==> src/hdl/glos_pkg.sv <==
// Package: shared constants and types for the grid line-of-sight block.
`timescale 1ns / 1ps
`default_nettype none
package glos_pkg;
  localparam int MAP_WIDTH_DEF  = 32;
  localparam int MAP_HEIGHT_DEF = 32;
  localparam int FRAC_BITS_DEF  = 11;
  localparam int DIR_FRAC       = 14;
  localparam int DIST_W         = 32;
  localparam logic [DIST_W-1:0] DIST_MAX = '1;

  typedef enum logic [3:0] {
    ST_IDLE, ST_DIVX, ST_DIVY, ST_MULX, ST_MULY, ST_STEP, ST_READ, ST_CHECK, ST_OUT
  } walk_state_t;
endpackage
`default_nettype wire

==> src/hdl/glos_div.sv <==
// Restoring divider, one quotient bit per cycle: 2^(14+F) / mag.
`timescale 1ns / 1ps
`default_nettype none
module glos_div #(
  parameter int FRAC_BITS = 11
) (
  input  wire logic                      clk,
  input  wire logic                      rst_n,
  input  wire logic                      start,
  input  wire logic [16:0]               mag,
  output logic                           done,
  output logic [glos_pkg::DIST_W-1:0]    quot
);
  import glos_pkg::*;
  localparam int NB = DIR_FRAC + FRAC_BITS + 1;
  localparam int CW = $clog2(NB + 1);

  logic [NB-1:0]  dvd_r, dvd_nxt;
  logic [17:0]    rem_r, rem_nxt;
  logic [CW-1:0]  cnt_r, cnt_nxt;
  logic           busy_r, busy_nxt;
  logic [17:0]    trial;
  logic [18:0]    sub;
  logic [NB-1:0]  qsh;

  always_comb begin
    dvd_nxt = dvd_r; rem_nxt = rem_r; cnt_nxt = cnt_r; busy_nxt = busy_r;
    trial = {rem_r[16:0], dvd_r[NB-1]};
    sub = {1'b0, trial} - {2'b0, mag};
    qsh = {dvd_r[NB-2:0], !sub[18]};
    if (start) begin
      dvd_nxt = NB'(1) << (NB - 1);
      rem_nxt = '0;
      cnt_nxt = CW'(NB);
      busy_nxt = 1'b1;
    end else if (busy_r) begin
      rem_nxt = sub[18] ? trial : sub[17:0];
      dvd_nxt = qsh;
      cnt_nxt = cnt_r - 1'b1;
      if (cnt_r == CW'(1)) busy_nxt = 1'b0;
    end
  end

  always_ff @(posedge clk) begin
    if (!rst_n) begin
      busy_r <= 1'b0;
      cnt_r  <= '0;
    end else begin
      busy_r <= busy_nxt;
      cnt_r  <= cnt_nxt;
    end
    dvd_r <= dvd_nxt;
    rem_r <= rem_nxt;
  end

  assign done = busy_r && (cnt_r == CW'(1)) ;
  // quotient fits in 15+F bits (26 by default); final bit enters on the done cycle
  assign quot = DIST_W'(qsh);
endmodule
`default_nettype wire

==> src/hdl/grid_line_of_sight_top.sv <==
// Top level: tile map memory and DDA ray walker.
// Usage:
//  - Input beats on in_*: kind 0 writes one map cell (no result), kind 1 runs a
//    line-of-sight query that returns exactly one out_* beat with blocked.
//  - A map write is taken as a single beat; the block stays ready for the next beat.
//  - A query first runs two serial divisions of 15+F quotient bits each (one
//    quotient bit per cycle, F = FRAC_BITS), then one side-distance product
//    per axis, then walks the grid cell by cell: step, map read (registered
//    memory), check; a solid cell in the map ends the walk at check, a final
//    step ends a walk that runs out of length, then the result is offered.
//  - One item is worked at a time; in_tready is low while an item is in work.
//  - A finished result sits in the out_ register until taken; in_tready rises
//    again the cycle after the result is handed over.
//  - Reset: a clearing pass writes every map cell empty, one per cycle;
//    in_tready stays low until the pass ends.
//  - A stalled receiver holds the block in the output state; nothing is lost.
//  - Cells outside the map read as empty; writes outside the map are dropped.
`timescale 1ns / 1ps
`default_nettype none
module grid_line_of_sight_top #(
  parameter int MAP_WIDTH  = glos_pkg::MAP_WIDTH_DEF,
  parameter int MAP_HEIGHT = glos_pkg::MAP_HEIGHT_DEF,
  parameter int FRAC_BITS  = glos_pkg::FRAC_BITS_DEF
) (
  input  wire logic         clk,
  input  wire logic         rst_n,
  input  wire logic         in_tvalid,
  output logic              in_tready,
  // tdata: cell_x[4:0], cell_y[9:5], cell_solid[10], origin_x[26:11],
  // origin_y[42:27], dir_x[58:43], dir_y[74:59], max_length[91:75]
  input  wire logic [95:0]  in_tdata,
  input  wire logic         in_tuser,   // kind
  output logic              out_tvalid,
  input  wire logic         out_tready,
  output logic [7:0]        out_tdata   // blocked[0]
);
  import glos_pkg::*;
  localparam int XW = $clog2(MAP_WIDTH);
  localparam int YW = $clog2(MAP_HEIGHT);
  localparam int DEPTH = MAP_WIDTH * MAP_HEIGHT;
  localparam int AW = $clog2(DEPTH);
  localparam int CW = 18;   // signed cell coordinate
  localparam int PW = FRAC_BITS + 1;

  logic [4:0]  f_cx, f_cy;
  logic        f_solid;
  logic [15:0] f_ox, f_oy, f_dx, f_dy;
  logic [16:0] f_len;
  assign f_cx = in_tdata[4:0];
  assign f_cy = in_tdata[9:5];
  assign f_solid = in_tdata[10];
  assign f_ox = in_tdata[26:11];
  assign f_oy = in_tdata[42:27];
  assign f_dx = in_tdata[58:43];
  assign f_dy = in_tdata[74:59];
  assign f_len = in_tdata[91:75];

  // map memory
  logic mem [DEPTH];
  logic          we;
  logic [AW-1:0] waddr, raddr;
  logic          wdat, rdat_r;
  always_ff @(posedge clk) begin
    if (we) mem[waddr] <= wdat;
    rdat_r <= mem[raddr];
  end

  walk_state_t st_r, st_nxt;
  logic              clr_r;
  logic [AW:0]       ccnt_r;
  logic [CW-1:0]     mx_r, my_r;
  logic              nx_r, ny_r, zx_r, zy_r;
  logic [PW-1:0]     px_r, py_r;
  logic [16:0]       len_r;
  logic [DIST_W-1:0] dx_r, dy_r, sx_r, sy_r, dist_r;
  logic              blk_r, outv_r;
  logic [16:0]       xmag_r, ymag_r;
  logic              inmap;

  // division unit shared by the two axes
  logic        dstart, ddone;
  logic [16:0] dmag;
  logic [DIST_W-1:0] dq;
  glos_div #(.FRAC_BITS(FRAC_BITS)) u_div (
    .clk(clk), .rst_n(rst_n), .start(dstart), .mag(dmag), .done(ddone), .quot(dq));

  function automatic logic [16:0] mag_of(input logic [15:0] d);
    return d[15] ? 17'h10000 - {1'b0, d} : {1'b0, d};
  endfunction

  logic acc;
  assign in_tready = (st_r == ST_IDLE) && !clr_r;
  assign acc = in_tvalid && in_tready;

  assign inmap = !mx_r[CW-1] && !my_r[CW-1] &&
                 (mx_r < CW'(MAP_WIDTH)) && (my_r < CW'(MAP_HEIGHT));

  // next state
  always_comb begin
    st_nxt = st_r;
    case (st_r)
      ST_IDLE:  if (acc && in_tuser) st_nxt = ST_DIVX;
      ST_DIVX:  if (ddone) st_nxt = ST_DIVY;
      ST_DIVY:  if (ddone) st_nxt = ST_MULX;
      ST_MULX:  st_nxt = ST_MULY;
      ST_MULY:  st_nxt = ST_STEP;
      ST_STEP:  st_nxt = ({15'b0, len_r} > dist_r) ? ST_READ : ST_OUT;
      ST_READ:  st_nxt = ST_CHECK;
      ST_CHECK: st_nxt = ST_STEP;
      ST_OUT:   if (out_tready) st_nxt = ST_IDLE;
      default:  st_nxt = ST_IDLE;
    endcase
    if (st_r == ST_CHECK && rdat_r && inmap) st_nxt = ST_OUT;
  end

  logic [DIST_W:0] sumx, sumy;
  logic [DIST_W+PW-1:0] prod;
  assign sumx = {1'b0, sx_r} + {1'b0, dx_r};
  assign sumy = {1'b0, sy_r} + {1'b0, dy_r};
  assign prod = (st_r == ST_MULX) ? px_r * dx_r : py_r * dy_r;

  // divider held on the x magnitude through DIVX, then on y
  always_comb begin
    dstart = (acc && in_tuser) || (st_r == ST_DIVX && ddone);
    dmag = (st_r == ST_DIVX) ? xmag_r : ymag_r;
  end

  always_comb begin
    we = 1'b0;
    waddr = AW'(f_cy) * AW'(MAP_WIDTH) + AW'(f_cx);
    wdat = f_solid;
    if (clr_r) begin
      we = 1'b1; waddr = ccnt_r[AW-1:0]; wdat = 1'b0;
    end else if (acc && !in_tuser && 32'(f_cx) < MAP_WIDTH && 32'(f_cy) < MAP_HEIGHT)
      we = 1'b1;
    raddr = AW'(my_r[YW-1:0]) * AW'(MAP_WIDTH) + AW'(mx_r[XW-1:0]);
  end

  always_ff @(posedge clk) begin
    if (!rst_n) begin
      st_r <= ST_IDLE;
      clr_r <= 1'b1;
      ccnt_r <= '0;
      outv_r <= 1'b0;
    end else begin
      st_r <= st_nxt;
      if (clr_r) begin
        ccnt_r <= ccnt_r + 1'b1;
        if (ccnt_r == (AW+1)'(DEPTH - 1)) clr_r <= 1'b0;
      end
      outv_r <= (st_nxt == ST_OUT);
    end
    if (acc && in_tuser) begin
      nx_r <= f_dx[15]; ny_r <= f_dy[15];
      zx_r <= (f_dx == 16'd0); zy_r <= (f_dy == 16'd0);
      mx_r <= CW'(f_ox >> FRAC_BITS);
      my_r <= CW'(f_oy >> FRAC_BITS);
      px_r <= f_dx[15] ? PW'(f_ox[FRAC_BITS-1:0])
                       : (PW'(1) << FRAC_BITS) - PW'(f_ox[FRAC_BITS-1:0]);
      py_r <= f_dy[15] ? PW'(f_oy[FRAC_BITS-1:0])
                       : (PW'(1) << FRAC_BITS) - PW'(f_oy[FRAC_BITS-1:0]);
      len_r <= f_len;
      xmag_r <= mag_of(f_dx);
      ymag_r <= mag_of(f_dy);
      dist_r <= '0;
      blk_r <= 1'b0;
    end
    if (st_r == ST_DIVX && ddone) dx_r <= zx_r ? DIST_MAX : dq;
    if (st_r == ST_DIVY && ddone) dy_r <= zy_r ? DIST_MAX : dq;
    if (st_r == ST_MULX)
      sx_r <= zx_r ? DIST_MAX : DIST_W'(prod >> FRAC_BITS);
    if (st_r == ST_MULY)
      sy_r <= zy_r ? DIST_MAX : DIST_W'(prod >> FRAC_BITS);
    if (st_r == ST_STEP && st_nxt == ST_READ) begin
      if (sx_r < sy_r) begin
        dist_r <= sx_r;
        sx_r <= sumx[DIST_W] ? DIST_MAX : sumx[DIST_W-1:0];
        mx_r <= nx_r ? mx_r - 1'b1 : mx_r + 1'b1;
      end else begin
        dist_r <= sy_r;
        sy_r <= sumy[DIST_W] ? DIST_MAX : sumy[DIST_W-1:0];
        my_r <= ny_r ? my_r - 1'b1 : my_r + 1'b1;
      end
    end
    if (st_r == ST_CHECK && rdat_r && inmap)
      blk_r <= ({15'b0, len_r} > dist_r);
  end

  assign out_tvalid = outv_r;
  assign out_tdata = {7'b0, blk_r};
endmodule
`default_nettype wire

==> config.mk <==
export PLATFORM = sky130hd
export DESIGN_NAME = grid_line_of_sight_top
export DESIGN_NICKNAME = d
export VERILOG_FILES = /design/src/hdl/glos_pkg.sv /design/src/hdl/glos_div.sv /design/src/hdl/grid_line_of_sight_top.sv
export SDC_FILE = /design/constraint.sdc
export NUM_CORES = 2
export LEC_CHECK = 0
export BUFFER_PORTS_ARGS = -buffer_cell sky130_fd_sc_hd__buf_2
export CAP_MARGIN = 20
export CELL_PAD_IN_SITES_DETAIL_PLACEMENT = 1
export CELL_PAD_IN_SITES_GLOBAL_PLACEMENT = 2
export CORE_MARGIN = 1.5
export CORE_UTILIZATION = 40
export DETAILED_ROUTE_END_ITERATION = 12
export PLACE_DENSITY_LB_ADDON = 0.15
export SLEW_MARGIN = 5
export SYNTH_ARGS = -nofsm -noshare
export SYNTH_HDL_FRONTEND = slang
export SYNTH_SLANG_ARGS = --single-unit
==> constraint.sdc <==
create_clock -name clk -period 29.2 [get_ports clk]
set_input_delay 0 -clock clk [delete_from_list [all_inputs] [get_ports clk]]
set_output_delay 0 -clock clk [all_outputs]
set_load 0.05 [all_outputs]
# Word-level counts from Yosys, hierarchy flattened
# Memory sizes are Yosys's and may differ from the RTL's. A register that Yosys moved wholly into a read port is not among the register bits.
# Index checks and enable logic that the tools add are counted.
# W data, S select, Z words.
[totals]
reg_bits = 342
ramBits = 1024
inputBits = 101
out_inout_bits = 10
elab_cells = 146
n_memories = 1
[mem_list]
columns = ["name", "words", "width", "rd", "rd_ports_with_merged_regs", "wr", "line", "text"]
rows = [
  ["mem", 1024, 1, 1, 1, 1, "grid_line_of_sight_top.sv:59", "logic mem [DEPTH];"],
]
[op_classes]
n_addsub = 15
multipliers = 2
n_lt_le_gt_ge = 4
eq_ne = 12
mux = 52
bitwise_logic = 1
n_reduce_logical = 27
[op_table]
columns = ["operator", "n"]
rows = [
  ["$mux W32", 15],
  ["$mux W18", 8],
  ["$mul A12 B32 Y43", 2],
  ["$add A32 B32 Y33", 2],
  ["$mux W43", 1],
  ["$add A18 B1 Y18 const B", 2],
  ["$lt A18 B6 Y1 const B", 2],
  ["$sub A18 B1 Y18 const B", 2],
  ["$mux W17", 2],
  ["$sub A17 B16 Y17 const A", 2],
  ["$gt A17 B32 Y1", 1],
  ["$logic_not A16 Y1", 2],
  ["$lt A32 B32 Y1", 1],
  ["$pmux W4 S8", 1],
  ["$mux W15", 2],
  ["$mux W4", 6],
  ["$sub A12 B11 Y12 const A", 2],
  ["$mux W11", 2],
  ["$add A10 B5 Y10", 2],
  ["$eq A4 B3 Y1 const B", 5],
  ["$sub A18 B17 Y19", 1],
  ["$logic_and A1 B1 Y1", 13],
  ["$mux W1", 12],
  ["$add A11 B1 Y11 const B", 1],
  ["14 further kinds", 24],
]

# Depth between registers and ports, before layout
[logic_depth]
ltp_word = 10
ltp_mapped = 26
mapped_depth_nobuf = 23

# Cells and area by module
# From an unflattened synthesis, not the netlist that was laid out.
[hier_totals]
cells_unflattened = 7721
hier_area_um2 = 87350.0
[by_module_without_submodules]
columns = ["mod", "n_inst", "cells_per_inst", "area_each_um2", "seq_area_each_um2"]
rows = [
  ["grid_line_of_sight_top", 1, 7361, 84224.5, 38396.8],
  ["glos_div", 1, 360, 3125.5, 980.9],
]

# Least setup slack after synthesis
# Ideal clock, no wire load.
[synth_path]
path_kind = "reg-to-reg"
startpoint = "reg clr_r"
endpoint = "mem mem[0], data pin"
setup_time_ps = 5174
arrival_ps = 25649
required_ps = 24026
slack_ps = -1623
stages_incl_launch_ff = 5
n_path_buf = 3
period_less_slack_ps = 30823
path_cell_list = "dfxtp_1 > buf_1 > clkbuf_1 > buf_1 > nor2b_1"
[synth_via]
elab_chain_len = 1
[synth_lines]
columns = ["item", "line", "text"]
rows = [
  ["from (decl)", "grid_line_of_sight_top.sv:69", "logic clr_r;"],
  ["from (signal assigned)", "grid_line_of_sight_top.sv:142", "clr_r <= 1'b1;"],
  ["from (signal assigned)", "grid_line_of_sight_top.sv:149", "if (ccnt_r == (AW+1)'(DEPTH - 1)) clr_r <= 1'b0;"],
  ["$mux W1", "grid_line_of_sight_top.sv:132", "if (clr_r) begin"],
  ["via wdat", "grid_line_of_sight_top.sv:62", "logic wdat, rdat_r;"],
  ["to (decl)", "grid_line_of_sight_top.sv:59", ""],
]
# The timed path passes the listed nets, and every way through them passes these cells.

# Final worst setup path
[layout_path]
startpoint = "reg dx_r[5]"
endpoint = "reg sx_r[31]"
[layout_via]
elab_chain_len = 6
elab_cells_between_ends = 8
classes_between = "add/sub: 1; mul: 1; mux: 6"
[layout_lines]
columns = ["item", "line", "text"]
rows = [
  ["from (decl)", "grid_line_of_sight_top.sv:75", "logic [DIST_W-1:0] dx_r, dy_r, sx_r, sy_r, dist_r;"],
  ["from (signal assigned)", "grid_line_of_sight_top.sv:168", "if (st_r == ST_DIVX && ddone) dx_r <= zx_r ? DIST_MAX : dq;"],
  ["$mul A12 B32 Y43", "grid_line_of_sight_top.sv:120", "assign prod = (st_r == ST_MULX) ? px_r * dx_r : py_r * dy_r;"],
  ["$mux W43", "grid_line_of_sight_top.sv:120", ""],
  ["$mux W32", "grid_line_of_sight_top.sv:171", "sx_r <= zx_r ? DIST_MAX : DIST_W'(prod >> FRAC_BITS);"],
  ["$mux W32", "grid_line_of_sight_top.sv:170", "if (st_r == ST_MULX)"],
  ["$mux W32", "grid_line_of_sight_top.sv:175", "if (sx_r < sy_r) begin"],
  ["$mux W32 (*)", "grid_line_of_sight_top.sv:174", "if (st_r == ST_STEP && st_nxt == ST_READ) begin"],
  ["to (signal assigned)", "grid_line_of_sight_top.sv:171", ""],
  ["to (signal assigned)", "grid_line_of_sight_top.sv:177", "sx_r <= sumx[DIST_W] ? DIST_MAX : sumx[DIST_W-1:0];"],
  ["to (decl)", "grid_line_of_sight_top.sv:75", ""],
]
# Every way passes the cells marked *; elsewhere a longest branch is shown, timed or not.
# A chain may end at the register's enable or synchronous reset.

==> impl_metrics.tcl <==
set metrics [dict create \
    dieArea_mm2 0.216 \
    hold_violations 0 \
    clock_skew_ns 0.0794 \
    slew_headroom_pct 25.5 \
    powerDensity_mw_per_mm2 43.0 \
    die_w_um 465 \
    yosysSeqAreaShare_pct 45.8 \
    most-common-layout-cells "nor2_1, edfxtp_1, inv_1" \
    stdcell_area_mm2 0.0961 \
    area.growth.synth_to_final_pct 12.7 \
    max_freq_mhz 138 \
    grt_pass1_vias 61500 \
    ant_nets 0 \
    max-vdd-ir-drop_mv 0.0467 \
    setup_tns_ns 0 \
    rows 169 \
    clock_sinks 1357 \
    floorplan.core_area_mm2 0.212 \
    rsz0062_at_grt "false" \
    path_clk_slew_ns 0.06 \
    nFillCells 22200 \
    hold_path_class "primary input to flip-flop" \
    status "finished with violations" \
    crit_path_start_kind "flip-flop" \
    fin_crit_ns 7.23 \
    async_flop_share_pct 0 \
    port-buffer-count 99 \
    num_vias 56000 \
    drc_errors 6 \
    synthCells 7384 \
    viasPerCell 5.36 \
    nets 8489 \
    drt-pass1-iter-count 11 \
    p_leak_nw 37.1 \
    multi_input_area_mm2 0.0418 \
    drive_gt1_share_pct 12.3 \
    ys_top_cells_by_area "edfxtp_1, fa_1, mux4_2" \
    drv_slew 0 \
    hpwl_um 159000 \
    start_util_pct 40.2 \
    worstMarginPinSlew_ns 1.11 \
    root_buffer "clkbuf_16" \
    worstSetupEndpointType "flip-flop" \
    die_y_um 465 \
    synth_largest_area_cell "edfxtp_1" \
    netlist_area_mm2 0.0853 \
    grt_pass1_wl_um 375000 \
    synth.top_cell.area_share_pct 41.9 \
    wire_per_inst_um 23.4 \
    synth.avg_cell_area_um2 11.5 \
    ys_ff_latch 1357 \
    cp.arrival_ns 7.85 \
    yosysWarnings 0 \
    routabilityCongestion 0.805 \
    drt_iter0_markers 3546 \
    cts.repair.resized 0 \
    finalSetupViolCount 0 \
    maxCapViolations 0 \
    grt_antenna_before_repair 7 \
    ios 111 \
    cts_max_path_buffers 3 \
    routed_wl_um 245000 \
    seq_area_mm2 0.0391 \
    clock_latency_ns 0.82 \
    fin_crit_sh_pct 24.8 \
    synth_edf_count 1190 \
    critical_path_class "flip-flop to flip-flop" \
    final_common_cell "nor2_1" \
    placedInstanceArea_mm2 0.0886 \
    grt_usage_pct 22.9 \
    gr-total-overflow 0 \
    worstPathMaxFanout 13 \
    critPathRequiredTime_ns 29.83 \
    failed_checks "DRC" \
    ys_dominant_reg_cell "edfxtp_1" \
    cts_buffers 156 \
    grt_max_degree 135 \
    htree_levels 4 \
    tritoncts "built" \
    yosys.cell_types.count 74 \
]
state kept, by name, summed over array words and instances (netlist names), 12 cells and up:
signal / count
mem: 1024
dist_r: 32
sx_r: 32
sy_r: 32
dx_r: 27
dy_r: 27
u_div.dvd_r: 26
mx_r: 18
my_r: 18
len_r: 17
u_div.rem_r: 17
xmag_r: 17
ymag_r: 17
px_r: 12
py_r: 12
cell families (layout without fill, tap and decap cells):
| kind of cell | after synthesis | count (layout) | share of synthesized area, % |
|---|---|---|---|
| AND/OR/NAND/NOR | 2556 | 2556 | 13.0 |
| other | 1 | 14 | 0.00440 |
| AO/OA/AOI/OAI | 739 | 739 | 5.37 |
| XOR/XNOR | 209 | 209 | 2.15 |
| multiplexers | 429 | 429 | 9.99 |
| adder cells (fa/ha/maj) | 897 | 897 | 18.3 |
| flip-flops | 1357 | 1357 | 45.8 |
| buffers and inverters | 1196 | 1421 | 5.43 |
layout make-up:
type | instances | area share, %
antenna | 5 | 0.0130
sequential | 1357 | 40.7
clock inverter | 94 | 1.15
inverter | 725 | 2.83
multi-input combinational | 4839 | 43.5
timing repair buffer | 412 | 3.88
tap | 2821 | 3.67
clock buffer | 190 | 4.23
critical path, stage by stage, from the launching register on:
cell and delay, ns:
edfxtp_1 0.70, and2_1 0.33, fa_1 0.54, inv_1 0.06
fa_1 0.53, inv_1 0.05, fa_1 0.47, fa_1 0.53
fa_1 0.44, ha_1 0.36, a41o_1 0.25, a21oi_1 0.26
o21ai_0 0.14, and3b_1 0.49, a311oi_2 0.26, a21bo_2 0.30
a41oi_2 0.36, nor3_1 0.13, a2111oi_0 0.56, xnor2_1 0.22
a21oi_1 0.09
cell usage after synthesis (all sizes together) (9+ instances only):
cell type	instances
dfxtp	167
nand3	106
xnor2	127
buf	123
a31oi	19
fa	581
and3	12
xor2	82
a211o	10
clkbuf	348
nor2	1253
nor2b	35
and2	212
a21o	69
a21boi	10
mux4	337
or2	65
nor4	27
o31ai	14
o22ai	40
a21oi	230
nand2	668
edfxtp	1190
or3	19
mux2i	86
a221oi	9
nor3	55
a211oi	31
o21ai	182
inv	725
o21a	22
nand2b	40
o211ai	14
ha	316
o21bai	16
nand4	30
routing by layer:
metal	routed length [um]	share of wire (%)	GRT usage, %
met2	130000	53	42.3
met4	9240	3.8	8.42
met3	7590	3.1	2.53
met1	97500	40	27.2
met5	57	0.023	0
stage by stage:
stage               power [W]  cells  hold WS, ns  setup slack, ns  util (%)
finish                0.00413  10400        0.115            21.97      45.3
global route          0.00425  10400        0.123            21.72      45.3
CTS                   0.00418  10400       0.0473            21.92      45.0
detailed placement    0.00218   9961        0.178            21.95      41.8
global placement      0.00217   9960        0.179            22.10      41.8
floorplan             0.00215   7392       0.0989            10.90         -
worst paths after layout:
kind	cells after the start	start	slack, ns	end
max	20	dx_r[5]	21.97	sx_r[31]
min	5	in_tdata[2]	0.12	mem[772]
max reg2reg	20	dx_r[5]	21.97	sx_r[31]
min reg2reg	1	my_r[17]	0.47	my_r[17]
what timing repair did:
action                                  CTS  global route
endpoints found under the setup margin    0             0
hold endpoints to repair                223             0
hold buffers                            168             0
buffers inserted                          0             0
where the power goes:
part,internal [W],switching (W)
sequential,0.00208,0.000000908
combinational,0.0000322,0.0000412
clock,0.00112,0.000852
Note: power is estimated with default switching activity, not from simulation.
